### config.mk
export PLATFORM = sky130hd
export DESIGN_NAME = cooler_relay_controller_top
export DESIGN_NICKNAME = d
export VERILOG_FILES = /design/src/hw/rtl/crc_pkg.sv /design/src/hw/rtl/crc_core.sv /design/src/hw/rtl/cooler_relay_controller_top.sv
export SDC_FILE = /design/constraint.sdc
export NUM_CORES = 1
export LEC_CHECK = 0
export BUFFER_PORTS_ARGS = -buffer_cell sky130_fd_sc_hd__buf_4
export CAP_MARGIN = 20
export CELL_PAD_IN_SITES_DETAIL_PLACEMENT = 1
export CELL_PAD_IN_SITES_GLOBAL_PLACEMENT = 1
export CORE_AREA = 8 8 274 303
export CTS_CLUSTER_SIZE = 8
export DETAILED_ROUTE_END_ITERATION = 10
export DIE_AREA = 0 0 282 311
export PLACE_DENSITY = 0.62
export RECOVER_POWER = 25
export SLEW_MARGIN = 30
export SYNTH_ARGS = -nofsm -noshare
export SYNTH_HDL_FRONTEND = slang
export SYNTH_SLANG_ARGS = --single-unit
### constraint.sdc
create_clock -name clk_i -period 14.2 [get_ports clk_i]
set_input_delay 1.42 -clock clk_i [delete_from_list [all_inputs] [get_ports clk_i]]
set_output_delay 1.42 -clock clk_i [all_outputs]
set_load 0.03 [all_outputs]
### src/hw/rtl/crc_pkg.sv
// Package with types, codes and constants shared by the cooler relay controller.
package crc_pkg;

  // Timing and tolerance constants.
  localparam int unsigned MIN_OFF_MS = 180000;
  localparam int unsigned STABLE_MS  = 660000;
  localparam int unsigned TEMP_TOL   = 10;
  localparam int unsigned HUM_TOL    = 50;
  localparam int unsigned MS_PER_MIN = 60000;

  localparam int unsigned TimerMsW = 27;  // holds 2047 minutes in ms
  localparam int unsigned LeftW    = 22;

  // Configuration register indexes.
  localparam logic [2:0] CFG_RUN_MODE      = 3'd0;
  localparam logic [2:0] CFG_PRIORITY      = 3'd1;
  localparam logic [2:0] CFG_LOWER_TEMP    = 3'd2;
  localparam logic [2:0] CFG_UPPER_TEMP    = 3'd3;
  localparam logic [2:0] CFG_LOWER_HUM     = 3'd4;
  localparam logic [2:0] CFG_UPPER_HUM     = 3'd5;
  localparam logic [2:0] CFG_TIMER_MINUTES = 3'd6;

  // Run modes.
  localparam logic [1:0] MODE_AUTO   = 2'd1;
  localparam logic [1:0] MODE_MANUAL = 2'd2;
  localparam logic [1:0] MODE_TIMER  = 2'd3;

  // Priority selection.
  localparam logic [1:0] PRIO_TEMP = 2'd0;
  localparam logic [1:0] PRIO_HUM  = 2'd1;
  localparam logic [1:0] PRIO_BOTH = 2'd2;

  // Change sources.
  localparam logic [1:0] SRC_BUTTON  = 2'd0;
  localparam logic [1:0] SRC_AUTO    = 2'd1;
  localparam logic [1:0] SRC_PROTECT = 2'd2;
  localparam logic [1:0] SRC_STABLE  = 2'd3;

  typedef struct packed {
    logic [31:0]        now_ms;
    logic signed [11:0] inside_temp;
    logic [9:0]         inside_hum;
    logic signed [11:0] outside_temp;
    logic [9:0]         outside_hum;
    logic               button_press;
  } crc_in_t;

  typedef struct packed {
    logic             relay_out;
    logic             relay_changed;
    logic [1:0]       change_source;
    logic             timer_event;
    logic             protect_active;
    logic [LeftW-1:0] protect_left_ms;
  } crc_out_t;

  typedef struct packed {
    logic [1:0]          run_mode;
    logic [1:0]          priority_select;
    logic signed [11:0]  off_temp;
    logic signed [11:0]  upper_temp;
    logic [9:0]          off_hum;
    logic [9:0]          upper_hum;
    logic [TimerMsW-1:0] timer_ms;
  } crc_cfg_t;

  typedef struct packed {
    logic        relay;
    logic        protect;
    logic [31:0] off_stamp;
    logic        stable;
    logic [31:0] stable_stamp;
    logic        timer_phase;
    logic [31:0] timer_stamp;
    logic        button_pending;
  } crc_state_t;

endpackage

### src/hw/rtl/crc_core.sv
// Next-state and result logic for one control update of the cooler relay.
module crc_core import crc_pkg::*; (
  input  crc_cfg_t   cfg_i,
  input  crc_state_t state_i,
  input  crc_in_t    in_i,
  output crc_state_t state_o,
  output crc_out_t   out_o
);

  localparam logic [31:0]       MinOff   = 32'(MIN_OFF_MS);
  localparam logic [31:0]       StableMs = 32'(STABLE_MS);
  localparam logic signed [12:0] TempTol = 13'(TEMP_TOL);
  localparam logic signed [10:0] HumTol  = 11'(HUM_TOL);

  logic [31:0]        now;
  logic [31:0]        el_off;
  logic [31:0]        el_stable;
  logic [31:0]        el_timer;
  logic [31:0]        el_left;
  logic signed [12:0] temp_diff;
  logic signed [10:0] hum_diff;
  logic               tok;
  logic               hok;
  logic               near_amb;
  logic               btn_on_ok;
  logic               want_keep;
  logic               want_start;
  logic               done;
  logic               want;
  crc_state_t         s;
  logic               chg;
  logic [1:0]         src;
  logic               tev;

  function automatic logic by_prio(logic [1:0] prio, logic t, logic h);
    logic r;
    case (prio)
      PRIO_TEMP: r = t;
      PRIO_HUM:  r = h;
      default:   r = t | h;
    endcase
    return r;
  endfunction

  assign now       = in_i.now_ms;
  assign el_off    = now - state_i.off_stamp;
  assign el_stable = now - state_i.stable_stamp;
  assign el_timer  = now - state_i.timer_stamp;
  assign temp_diff = $signed({in_i.inside_temp[11], in_i.inside_temp})
                   - $signed({in_i.outside_temp[11], in_i.outside_temp});
  assign hum_diff  = $signed({1'b0, in_i.inside_hum}) - $signed({1'b0, in_i.outside_hum});
  assign tok       = temp_diff <= TempTol;
  assign hok       = hum_diff <= HumTol;

  always_comb begin
    case (cfg_i.priority_select)
      PRIO_TEMP: near_amb = tok;
      PRIO_HUM:  near_amb = hok;
      default:   near_amb = tok & hok;
    endcase
  end

  assign btn_on_ok  = by_prio(cfg_i.priority_select,
                              in_i.inside_temp >= cfg_i.off_temp,
                              in_i.inside_hum >= cfg_i.off_hum);
  assign want_keep  = by_prio(cfg_i.priority_select,
                              in_i.inside_temp > cfg_i.off_temp,
                              in_i.inside_hum > cfg_i.off_hum);
  assign want_start = by_prio(cfg_i.priority_select,
                              in_i.inside_temp > cfg_i.upper_temp,
                              in_i.inside_hum > cfg_i.upper_hum);

  always_comb begin
    s                = state_i;
    s.button_pending = state_i.button_pending | in_i.button_press;
    chg              = 1'b0;
    src              = SRC_BUTTON;
    tev              = 1'b0;
    done             = 1'b0;
    want             = 1'b0;

    // Minimum off time: the relay is held off and nothing else happens.
    if (s.protect) begin
      if (el_off >= MinOff) begin
        s.protect = 1'b0;
      end else begin
        if (s.relay) begin
          s.relay     = 1'b0;
          s.off_stamp = now;
          chg         = 1'b1;
          src         = SRC_PROTECT;
        end
        done = 1'b1;
      end
    end

    // Near-ambient watch in auto mode while the relay is on.
    if (!done) begin
      if (s.relay && cfg_i.run_mode == MODE_AUTO && near_amb) begin
        if (!s.stable) begin
          s.stable       = 1'b1;
          s.stable_stamp = now;
        end else if (el_stable >= StableMs) begin
          s.relay        = 1'b0;
          s.off_stamp    = now;
          s.protect      = 1'b1;
          chg            = 1'b1;
          src            = SRC_STABLE;
          s.stable       = 1'b0;
          s.stable_stamp = '0;
          done           = 1'b1;
        end
      end else begin
        s.stable       = 1'b0;
        s.stable_stamp = '0;
      end
    end

    // A pending button request takes precedence over automatic control.
    if (!done && s.button_pending) begin
      s.button_pending = 1'b0;
      done             = 1'b1;
      if (cfg_i.run_mode == MODE_AUTO) begin
        if (!s.relay) begin
          if (btn_on_ok && !s.protect) begin
            s.relay = 1'b1;
            chg     = 1'b1;
            src     = SRC_BUTTON;
          end
        end else begin
          s.relay     = 1'b0;
          s.off_stamp = now;
          s.protect   = 1'b1;
          chg         = 1'b1;
          src         = SRC_BUTTON;
        end
      end else begin
        s.relay = !s.relay;
        if (!s.relay) begin
          s.off_stamp = now;
          s.protect   = 1'b1;
        end
        chg = 1'b1;
        src = SRC_BUTTON;
        if (cfg_i.run_mode == MODE_TIMER) begin
          s.timer_phase = s.relay;
          s.timer_stamp = now;
          tev           = 1'b1;
        end
      end
    end

    if (!done) begin
      want = s.relay;
      if (cfg_i.run_mode == MODE_AUTO) begin
        if (s.relay) begin
          want = want_keep;
        end else if (!s.protect) begin
          want = want_start;
        end
      end else if (cfg_i.run_mode == MODE_TIMER) begin
        // Whole elapsed minutes reach the setting exactly when the elapsed
        // time reaches the setting in milliseconds.
        if (el_timer >= {{(32 - TimerMsW){1'b0}}, cfg_i.timer_ms}
            && (!s.timer_phase || !s.protect)) begin
          s.timer_stamp = now;
          s.timer_phase = !s.timer_phase;
          tev           = 1'b1;
        end
        want = s.timer_phase;
      end
      if (want != s.relay) begin
        s.relay = want;
        if (!want) begin
          s.off_stamp = now;
          s.protect   = 1'b1;
        end
        chg = 1'b1;
        src = SRC_AUTO;
      end
    end
  end

  assign el_left = now - s.off_stamp;

  always_comb begin
    out_o.relay_out       = s.relay;
    out_o.relay_changed   = chg;
    out_o.change_source   = chg ? src : SRC_BUTTON;
    out_o.timer_event     = tev;
    out_o.protect_active  = s.protect;
    out_o.protect_left_ms = '0;
    if (s.protect && el_left < MinOff) begin
      out_o.protect_left_ms = LeftW'(MinOff - el_left);
    end
  end

  assign state_o = s;

endmodule

### src/hw/rtl/cooler_relay_controller_top.sv
// Cooler relay controller: request registers, configuration and control state.
// A request is accepted into the input register; its result is loaded into the
// output register when that is empty or being read. Throughput: one request per
// cycle unless out_ready_i stalls; control state updates with the output register.
// Reset: asynchronous, active low; clears control state and loads the
// configuration defaults (auto mode, both priority, 25.0/30.0 C, 50/70 %, 30 min).
module cooler_relay_controller_top import crc_pkg::*; (
  input  logic       clk_i,
  input  logic       rst_ni,
  input  logic       in_valid_i,
  output logic       in_ready_o,
  input  crc_in_t    in_data_i,
  output logic       out_valid_o,
  input  logic       out_ready_i,
  output crc_out_t   out_data_o,
  input  logic       cfg_valid_i,
  output logic       cfg_ready_o,
  input  logic [2:0] cfg_index_i,
  input  logic [11:0] cfg_data_i
);

  crc_cfg_t   cfg_q;
  crc_state_t st_q;
  crc_state_t st_d;
  crc_in_t    in_q;
  logic       in_valid_q;
  crc_out_t   out_q;
  crc_out_t   out_d;
  logic       out_valid_q;
  logic       advance;
  logic       cfg_we;

  assign advance     = !out_valid_q || out_ready_i;
  assign in_ready_o  = !in_valid_q || advance;
  assign cfg_ready_o = 1'b1;
  assign cfg_we      = cfg_valid_i && cfg_ready_o;

  // Configuration registers; the timer setting is kept in milliseconds.
  always_ff @(posedge clk_i or negedge rst_ni) begin
    if (!rst_ni) begin
      cfg_q.run_mode        <= MODE_AUTO;
      cfg_q.priority_select <= PRIO_BOTH;
      cfg_q.off_temp        <= 12'sd250;
      cfg_q.upper_temp      <= 12'sd300;
      cfg_q.off_hum         <= 10'd500;
      cfg_q.upper_hum       <= 10'd700;
      cfg_q.timer_ms        <= TimerMsW'(30 * MS_PER_MIN);
    end else if (cfg_we) begin
      case (cfg_index_i)
        CFG_RUN_MODE:      cfg_q.run_mode        <= cfg_data_i[1:0];
        CFG_PRIORITY:      cfg_q.priority_select <= cfg_data_i[1:0];
        CFG_LOWER_TEMP:    cfg_q.off_temp        <= $signed(cfg_data_i);
        CFG_UPPER_TEMP:    cfg_q.upper_temp      <= $signed(cfg_data_i);
        CFG_LOWER_HUM:     cfg_q.off_hum         <= cfg_data_i[9:0];
        CFG_UPPER_HUM:     cfg_q.upper_hum       <= cfg_data_i[9:0];
        CFG_TIMER_MINUTES: cfg_q.timer_ms        <=
            TimerMsW'({16'd0, cfg_data_i[10:0]} * 27'(MS_PER_MIN));
        default: ;
      endcase
    end
  end

  always_ff @(posedge clk_i or negedge rst_ni) begin
    if (!rst_ni) begin
      in_valid_q <= 1'b0;
    end else if (in_ready_o) begin
      in_valid_q <= in_valid_i;
    end
  end

  always_ff @(posedge clk_i) begin
    if (in_valid_i && in_ready_o) begin
      in_q <= in_data_i;
    end
  end

  crc_core u_core (
    .cfg_i   (cfg_q),
    .state_i (st_q),
    .in_i    (in_q),
    .state_o (st_d),
    .out_o   (out_d)
  );

  always_ff @(posedge clk_i or negedge rst_ni) begin
    if (!rst_ni) begin
      st_q        <= '0;
      out_valid_q <= 1'b0;
    end else if (advance) begin
      out_valid_q <= in_valid_q;
      if (in_valid_q) begin
        st_q <= st_d;
      end
    end
  end

  always_ff @(posedge clk_i) begin
    if (advance && in_valid_q) begin
      out_q <= out_d;
    end
  end

  assign out_valid_o = out_valid_q;
  assign out_data_o  = out_q;

`ifndef SYNTH
  // The relay can only be on once the minimum off time has run out.
  assert property (@(posedge clk_i) disable iff (!rst_ni)
    st_q.relay |-> !st_q.protect)
    else $error("relay on while off-time protection is set");

  // Remaining time is reported exactly while protection holds.
  assert property (@(posedge clk_i) disable iff (!rst_ni)
    out_valid_q |-> (out_q.protect_active == (out_q.protect_left_ms != '0)))
    else $error("protection flag and remaining time disagree");

  // An unchanged relay reports no change source.
  assert property (@(posedge clk_i) disable iff (!rst_ni)
    (out_valid_q && !out_q.relay_changed) |-> (out_q.change_source == SRC_BUTTON))
    else $error("change source set without a relay change");

  // The control state only moves when a request leaves the input register.
  assert property (@(posedge clk_i) disable iff (!rst_ni)
    !(advance && in_valid_q) |=> $stable(st_q))
    else $error("control state changed without a request");
`endif

endmodule
; Yosys cells after proc, flatten, opt, wreduce, memory -nomap -nowiden
; Cells that the tools add are included.
[totals]
regBits = 278
output_inout_bits = 31
[op_classes]
addsub = 7
multipliers = 1
n_lt_le_gt_ge = 12
n_eq_ne = 11
n_mux = 74
bitwise_logic = 6
reduce_logical = 30
[ops]
columns = op, count
row1 = $mux W33, 10
row2 = $mux W34, 8
row3 = $mux W67, 2
row4 = $sub A32 B32 Y32, 4
row5 = $mux W32, 2
row6 = $mux W1, 35
row7 = $ge A32 B18 Y1 const B, 1
row8 = $ge A32 B20 Y1 const B, 1
row9 = $ge A32 B27 Y1, 1
row10 = $lt A32 B18 Y1 const B, 1
row11 = $mux W2, 13
row12 = $gt A12 B12 Y1, 2
row13 = $mul A11 B11 Y22 const B, 1
row14 = $sub A18 B22 Y22 const A, 1
row15 = $gt A10 B10 Y1, 2
row16 = $reduce_and A2 Y1, 8
row17 = $le A13 B5 Y1 const B, 1
row18 = $sub A12 B12 Y13, 1
row19 = $ge A12 B12 Y1, 1
row20 = $le A11 B7 Y1 const B, 1
row21 = $sub A10 B10 Y11, 1
row22 = $ge A10 B10 Y1, 1
row23 = $eq A3 B3 Y1 const B, 3
row24 = $logic_and A1 B1 Y1, 8
row25 = other kinds (16), 32

; Depth between registers and ports, before layout
[logic_depth]
word_depth = 27
ltp_mapped = 46
ltp_nobuf = 45

; Modules after synthesis
; From an unflattened synthesis, not the netlist that was laid out.
[hier_totals]
cells_unflattened = 2866
area_unflattened_um2 = 25854.8
[modules_own_cells]
columns = mod, n_inst, cells_each, area_per_inst_um2
row1 = crc_core, 1, 2045, 13628.1
row2 = cooler_relay_controller_top, 1, 821, 12226.7

; Least setup slack after synthesis
; No wires, ideal clock.
[synth_path]
path_type = register -> register
startpoint = register in_q[46] in the netlist's numbering
endpoint = register out_q (netlist bit out_data_o[6]), data pin
arrival_time_ps = 8819
setup_slack_ps = 5174
path_stages_with_launch = 45
path_buffers = 2
path_cell_list = edfxtp_1 inv_1 fa_1 nor2b_1 o211ai_1 a21boi_0 o41ai_1 a211oi_1 nand2_1 nand2_1 nand2b_1 nand2_1 a21o_1 a21oi_1 xnor2_1 ha_1 nand3_1 nor2_1 [9 not listed] o21ai_2 buf_4 mux2i_1 fa_1 a21oi_1 o211ai_1 o211ai_1 nand4_1 a2111oi_0 nor2_1 xnor2_1 a2111oi_0 nand4_1 or3_1 a31oi_1 inv_1 clkbuf_1 a2111oi_0
[synth_via]
elab_chain_len = 25
word_cells_on_any_way = 54
[synth_lines]
columns = element, line_no
row1 = from (decl), cooler_relay_controller_top.sv:25  ; crc_in_t in_q;
row2 = from (signal assigned), cooler_relay_controller_top.sv:73  ; in_q <= in_data_i;
row3 = $sub A32 B32 Y32, crc_core.sv:46  ; assign el_off = now - state_i.off_stamp;
row4 = $ge A32 B18 Y1, crc_core.sv:84  ; if (el_off >= MinOff) begin
row5 = $mux W1, crc_core.sv:84
row6 = $mux W34, crc_core.sv:83  ; if (s.protect) begin
row7 = $mux W67 / $logic_and A1 B1 Y1 (equally long branches), "crc_core.sv:103, crc_core.sv:99"
row8 = $mux W34 / $logic_and A1 B1 Y1 (equally long branches), "crc_core.sv:100, crc_core.sv:99"
row9 = $mux W34, crc_core.sv:99  ; if (s.relay && cfg_i.run_mode == MODE_AUTO && near_amb) begin
row10 = $mux W67, crc_core.sv:98  ; if (!done) begin
row11 = [9 not listed], n/a
row12 = $mux W1, crc_core.sv:155  ; if (cfg_i.run_mode == MODE_AUTO) begin
row13 = $mux W1, crc_core.sv:153  ; if (!done) begin
row14 = $mux W33 / $ne A1 B1 Y1 (equally long branches), "crc_core.sv:174, crc_core.sv:172"
row15 = $mux W34, crc_core.sv:172  ; if (want != s.relay) begin
row16 = $mux W34, crc_core.sv:153
row17 = $sub A32 B32 Y32, crc_core.sv:184  ; assign el_left = now - s.off_stamp;
row18 = $lt A32 B18 Y1, crc_core.sv:193  ; if (s.protect && el_left < MinOff) begin
row19 = $logic_and A1 B1 Y1, crc_core.sv:193
row20 = to (signal assigned), cooler_relay_controller_top.sv:99  ; out_q <= out_d;
row21 = to (decl), cooler_relay_controller_top.sv:27  ; crc_out_t out_q;
; Several ways; a longest one is shown, not always the timed one. The select of a mux whose other input is x is not followed.
; A chain may end at the register's enable or synchronous reset.

; Final worst setup path
[layout_path]
startpoint = register in_q[46] in the netlist's numbering
endpoint = register out_q (netlist bit out_data_o[5]), data pin
; The elaborated chain is that of the path after synthesis.

==> impl_metrics.tcl <==
set metrics [dict create \
    total_power_mw 5.08 \
    finalSetupViolCount 0 \
    crit_type "register to register" \
    grt_pass1_vias 20565 \
    hold_path_class "register to register" \
    clockBufferDepth 3 \
    cap_violations 1 \
    slowest_delay_ns 0.84 \
    nFillCells 8972 \
    slew_headroom_pct -164 \
    synth_area_leaders "ha_1 (15%), dfrtp_1 (15%), edfxtp_1 (14%)" \
    drt_iter0_drc 805 \
    powerDensity_nw_per_um2 192 \
    p_sw_share_pct 44.0 \
    fp-row-count 108 \
    cts.sinks 278 \
    crit_required_ns 14.53 \
    diodes 0 \
    die_x_um 282 \
    coreArea_um2 78000 \
    path_buf_inv 3 \
    cp.arrival_ns 11.87 \
    p_sw_mw 2.24 \
    slew_violations 63 \
    synthTopCellsByCount "inv_1 (281), ha_1 (280), o21ai_0 (177), nand2_1 (153), a21oi_1 (144)" \
    cts_tree "done" \
    cts_hold_buf 0 \
    numCtsBuffers 42 \
    yosys.area.top_type_share_pct 15.2 \
    overflow 0 \
    synth_cell_type_count 94 \
    clk_pin_slew_ns 0.05 \
    ys_warn_count 0 \
    violations "max-capacitance violations, max-slew violations" \
    async_reset_ff_share_pct 62.2 \
    crit_top_cell "nand2_1" \
    endpoint_kind "register" \
    rsz0062_at_grt "no" \
    gp_congestion 0.834 \
    power_frac_comb_pct 57.7 \
    synth_edf_count 105 \
    cts-root-buf "clkbuf_16" \
    port-buffer-count 126 \
    max-vdd-ir-drop_mv 0.0827 \
    ant_nets 0 \
    synth-seq-area-share_pct 32.6 \
    start_kind "register" \
    p_seq_share_pct 23.1 \
    tns_ns 0 \
    grtUsageTotal_pct 15.9 \
    grt_start_max_net_pins 66 \
    antenna_found_initial 1 \
    period_minus_slack_ns 11.54 \
    synth_cells 2452 \
    finClkSkew_ns 0.0247 \
    p_int_mw 2.84 \
    grt_pass1_wl_um 113000 \
    clkPwrFrac_pct 19.2 \
    yosys_register_bits 278 \
    vias 18802 \
    power.leakage_nw 11.6 \
    cts_htree_levels 2 \
    report.final.hold_viol_count 0 \
    nNetsFinal 2998 \
    drt-vias-per-instance 5.14 \
    synth_flop_cell "dfrtp_1" \
    syn_to_final_growth_pct 14.7 \
    status "complete, but fails checks" \
    die_h_um 311 \
    insertion_delay_ns 0.58 \
    worst-path-max-fanout 29 \
    worst_path_max_delay_cell "nor4b_1" \
    synth_top_cell_by_area "ha_1" \
    dieArea_um2 87700 \
    critPathTopFamily "compound AO/OA/AOI/OAI gates" \
    cts_resized 0 \
    yosysMostFrequentCell "inv_1" \
    start_util_pct 29.6 \
    fmax_mhz 86.7 \
    drive_gt1_share_pct 12.7 \
    syn-cell-area_um2 23100 \
    finalCritPeriodShare_pct 81.3 \
    ios 128 \
    routed_wl_um 70100 \
    post_cts_buffers 0 \
    dp_hpwl_um 55600 \
    dr.pass1.iters 5 \
    drc_errors 0 \
    wl_per_cell_um 19.2 \
    postSynthAreaPerCell_um2 9.42 \
    worstMarginPinSlew_ns 3.96 \
]
==> worst min-delay path: stages (launching register included) <==
cell and delay, ns:
dfrtp_1 0.33, nand2_1 0.05, o21ai_0 0.06
==> layout make-up <==
| type | count | area (um2) | area share [%] |
|---|---|---|---|
| Sequential cell | 278 | 7530 | 28.4 |
| Multi-Input combinational cell | 1827 | 14200 | 53.7 |
| Tap cell | 1045 | 1310 | 4.93 |
| Clock buffer | 72 | 1190 | 4.50 |
| Clock inverter | 5 | 100 | 0.378 |
| Timing Repair Buffer | 149 | 1080 | 4.07 |
| Inverter | 281 | 1050 | 3.98 |
==> layer usage <==
| layer | wire length, um | share of wire, % | vias to the layer above | track usage (%) |
|---|---|---|---|---|
| li1 | - | - | 9129 | - |
| met1 | 30200 | 43 | 9360 | 18.9 |
| met2 | 36300 | 52 | 223 | 29.3 |
| met3 | 1770 | 2.5 | 90 | 1.91 |
| met4 | 1850 | 2.6 | 0 | 4.61 |
| met5 | 0 | 0 | - | 0 |
==> final timing paths <==
kind	startpoint	endpoint	slack [ns]	cells after the start
max	in_q[46]	out_data_o[5]	2.66	43
min	cfg_q[26]	cfg_q[26]	0.48	2
max reg2reg	in_q[46]	out_data_o[5]	2.66	43
min reg2reg	cfg_q[26]	cfg_q[26]	0.48	2
max in group asynchronous	rst_ni	st_q[53]	9.23	3
min in group asynchronous	rst_ni	cfg_q[59]	2.20	1
==> registers in the layout, summed over array words and instances, names as in the netlist <==
register / cells
st_q: 101
cfg_q: 70
in_valid_q: 1
out_valid_o: 1
out_data_o: 28
in_q: 77
==> power groups by stage <==
stage | Clock (mW) | Sequential [mW] | Combinational, mW
after global placement | 0 | 1.18 | 2.86
after floorplan | 0 | 1.15 | 2.20
after detailed placement | 0 | 1.19 | 2.94
after global routing | 1.04 | 1.20 | 3.29
after CTS | 1.01 | 1.17 | 2.97
final | 0.975 | 1.17 | 2.93
==> per-stage QoR <==
step / area, um2 / worst slack, ns / util, % / hold slack [ns] / cells
after global routing: 26500 / 1.72 / 34.0 / 0.504 / 3657
after floorplan: 23100 / 5.17 / - / 0.450 / 2455
final: 26500 / 2.66 / 34.0 / 0.477 / 3657
after CTS: 26500 / 2.38 / 34.0 / 0.484 / 3656
after global placement: 25200 / 3.05 / 32.4 / 0.468 / 3579
after detailed placement: 25200 / 2.45 / 32.4 / 0.474 / 3579
==> cells by family (layout without fill, tap and decap cells) <==
logic type / after synthesis / in the layout / share of synthesized area (%)
other: 2 / 5 / 0.0325
AO/OA/AOI/OAI: 669 / 669 / 19.3
adder cells (fa/ha/maj): 322 / 322 / 18.8
XOR/XNOR: 105 / 105 / 3.98
multiplexers: 142 / 142 / 6.66
AND/OR/NAND/NOR: 584 / 584 / 12.7
flip-flops: 278 / 278 / 32.6
buffers and inverters: 350 / 507 / 6.01
==> cell usage in the layout, fill, tap and decap left out, types with 64 or more instances in the layout <==
master    instances
edfxtp_1        105
nor2_1          127
clkbuf_4         67
o21ai_0         177
ha_1            280
xnor2_1          67
nand2_1         153
nand3_1          64
a21o_1           71
dfrtp_1         138
inv_1           281
a21oi_1         143
buf_4            67
mux2_2           64
(Power assumes the default switching activity.)
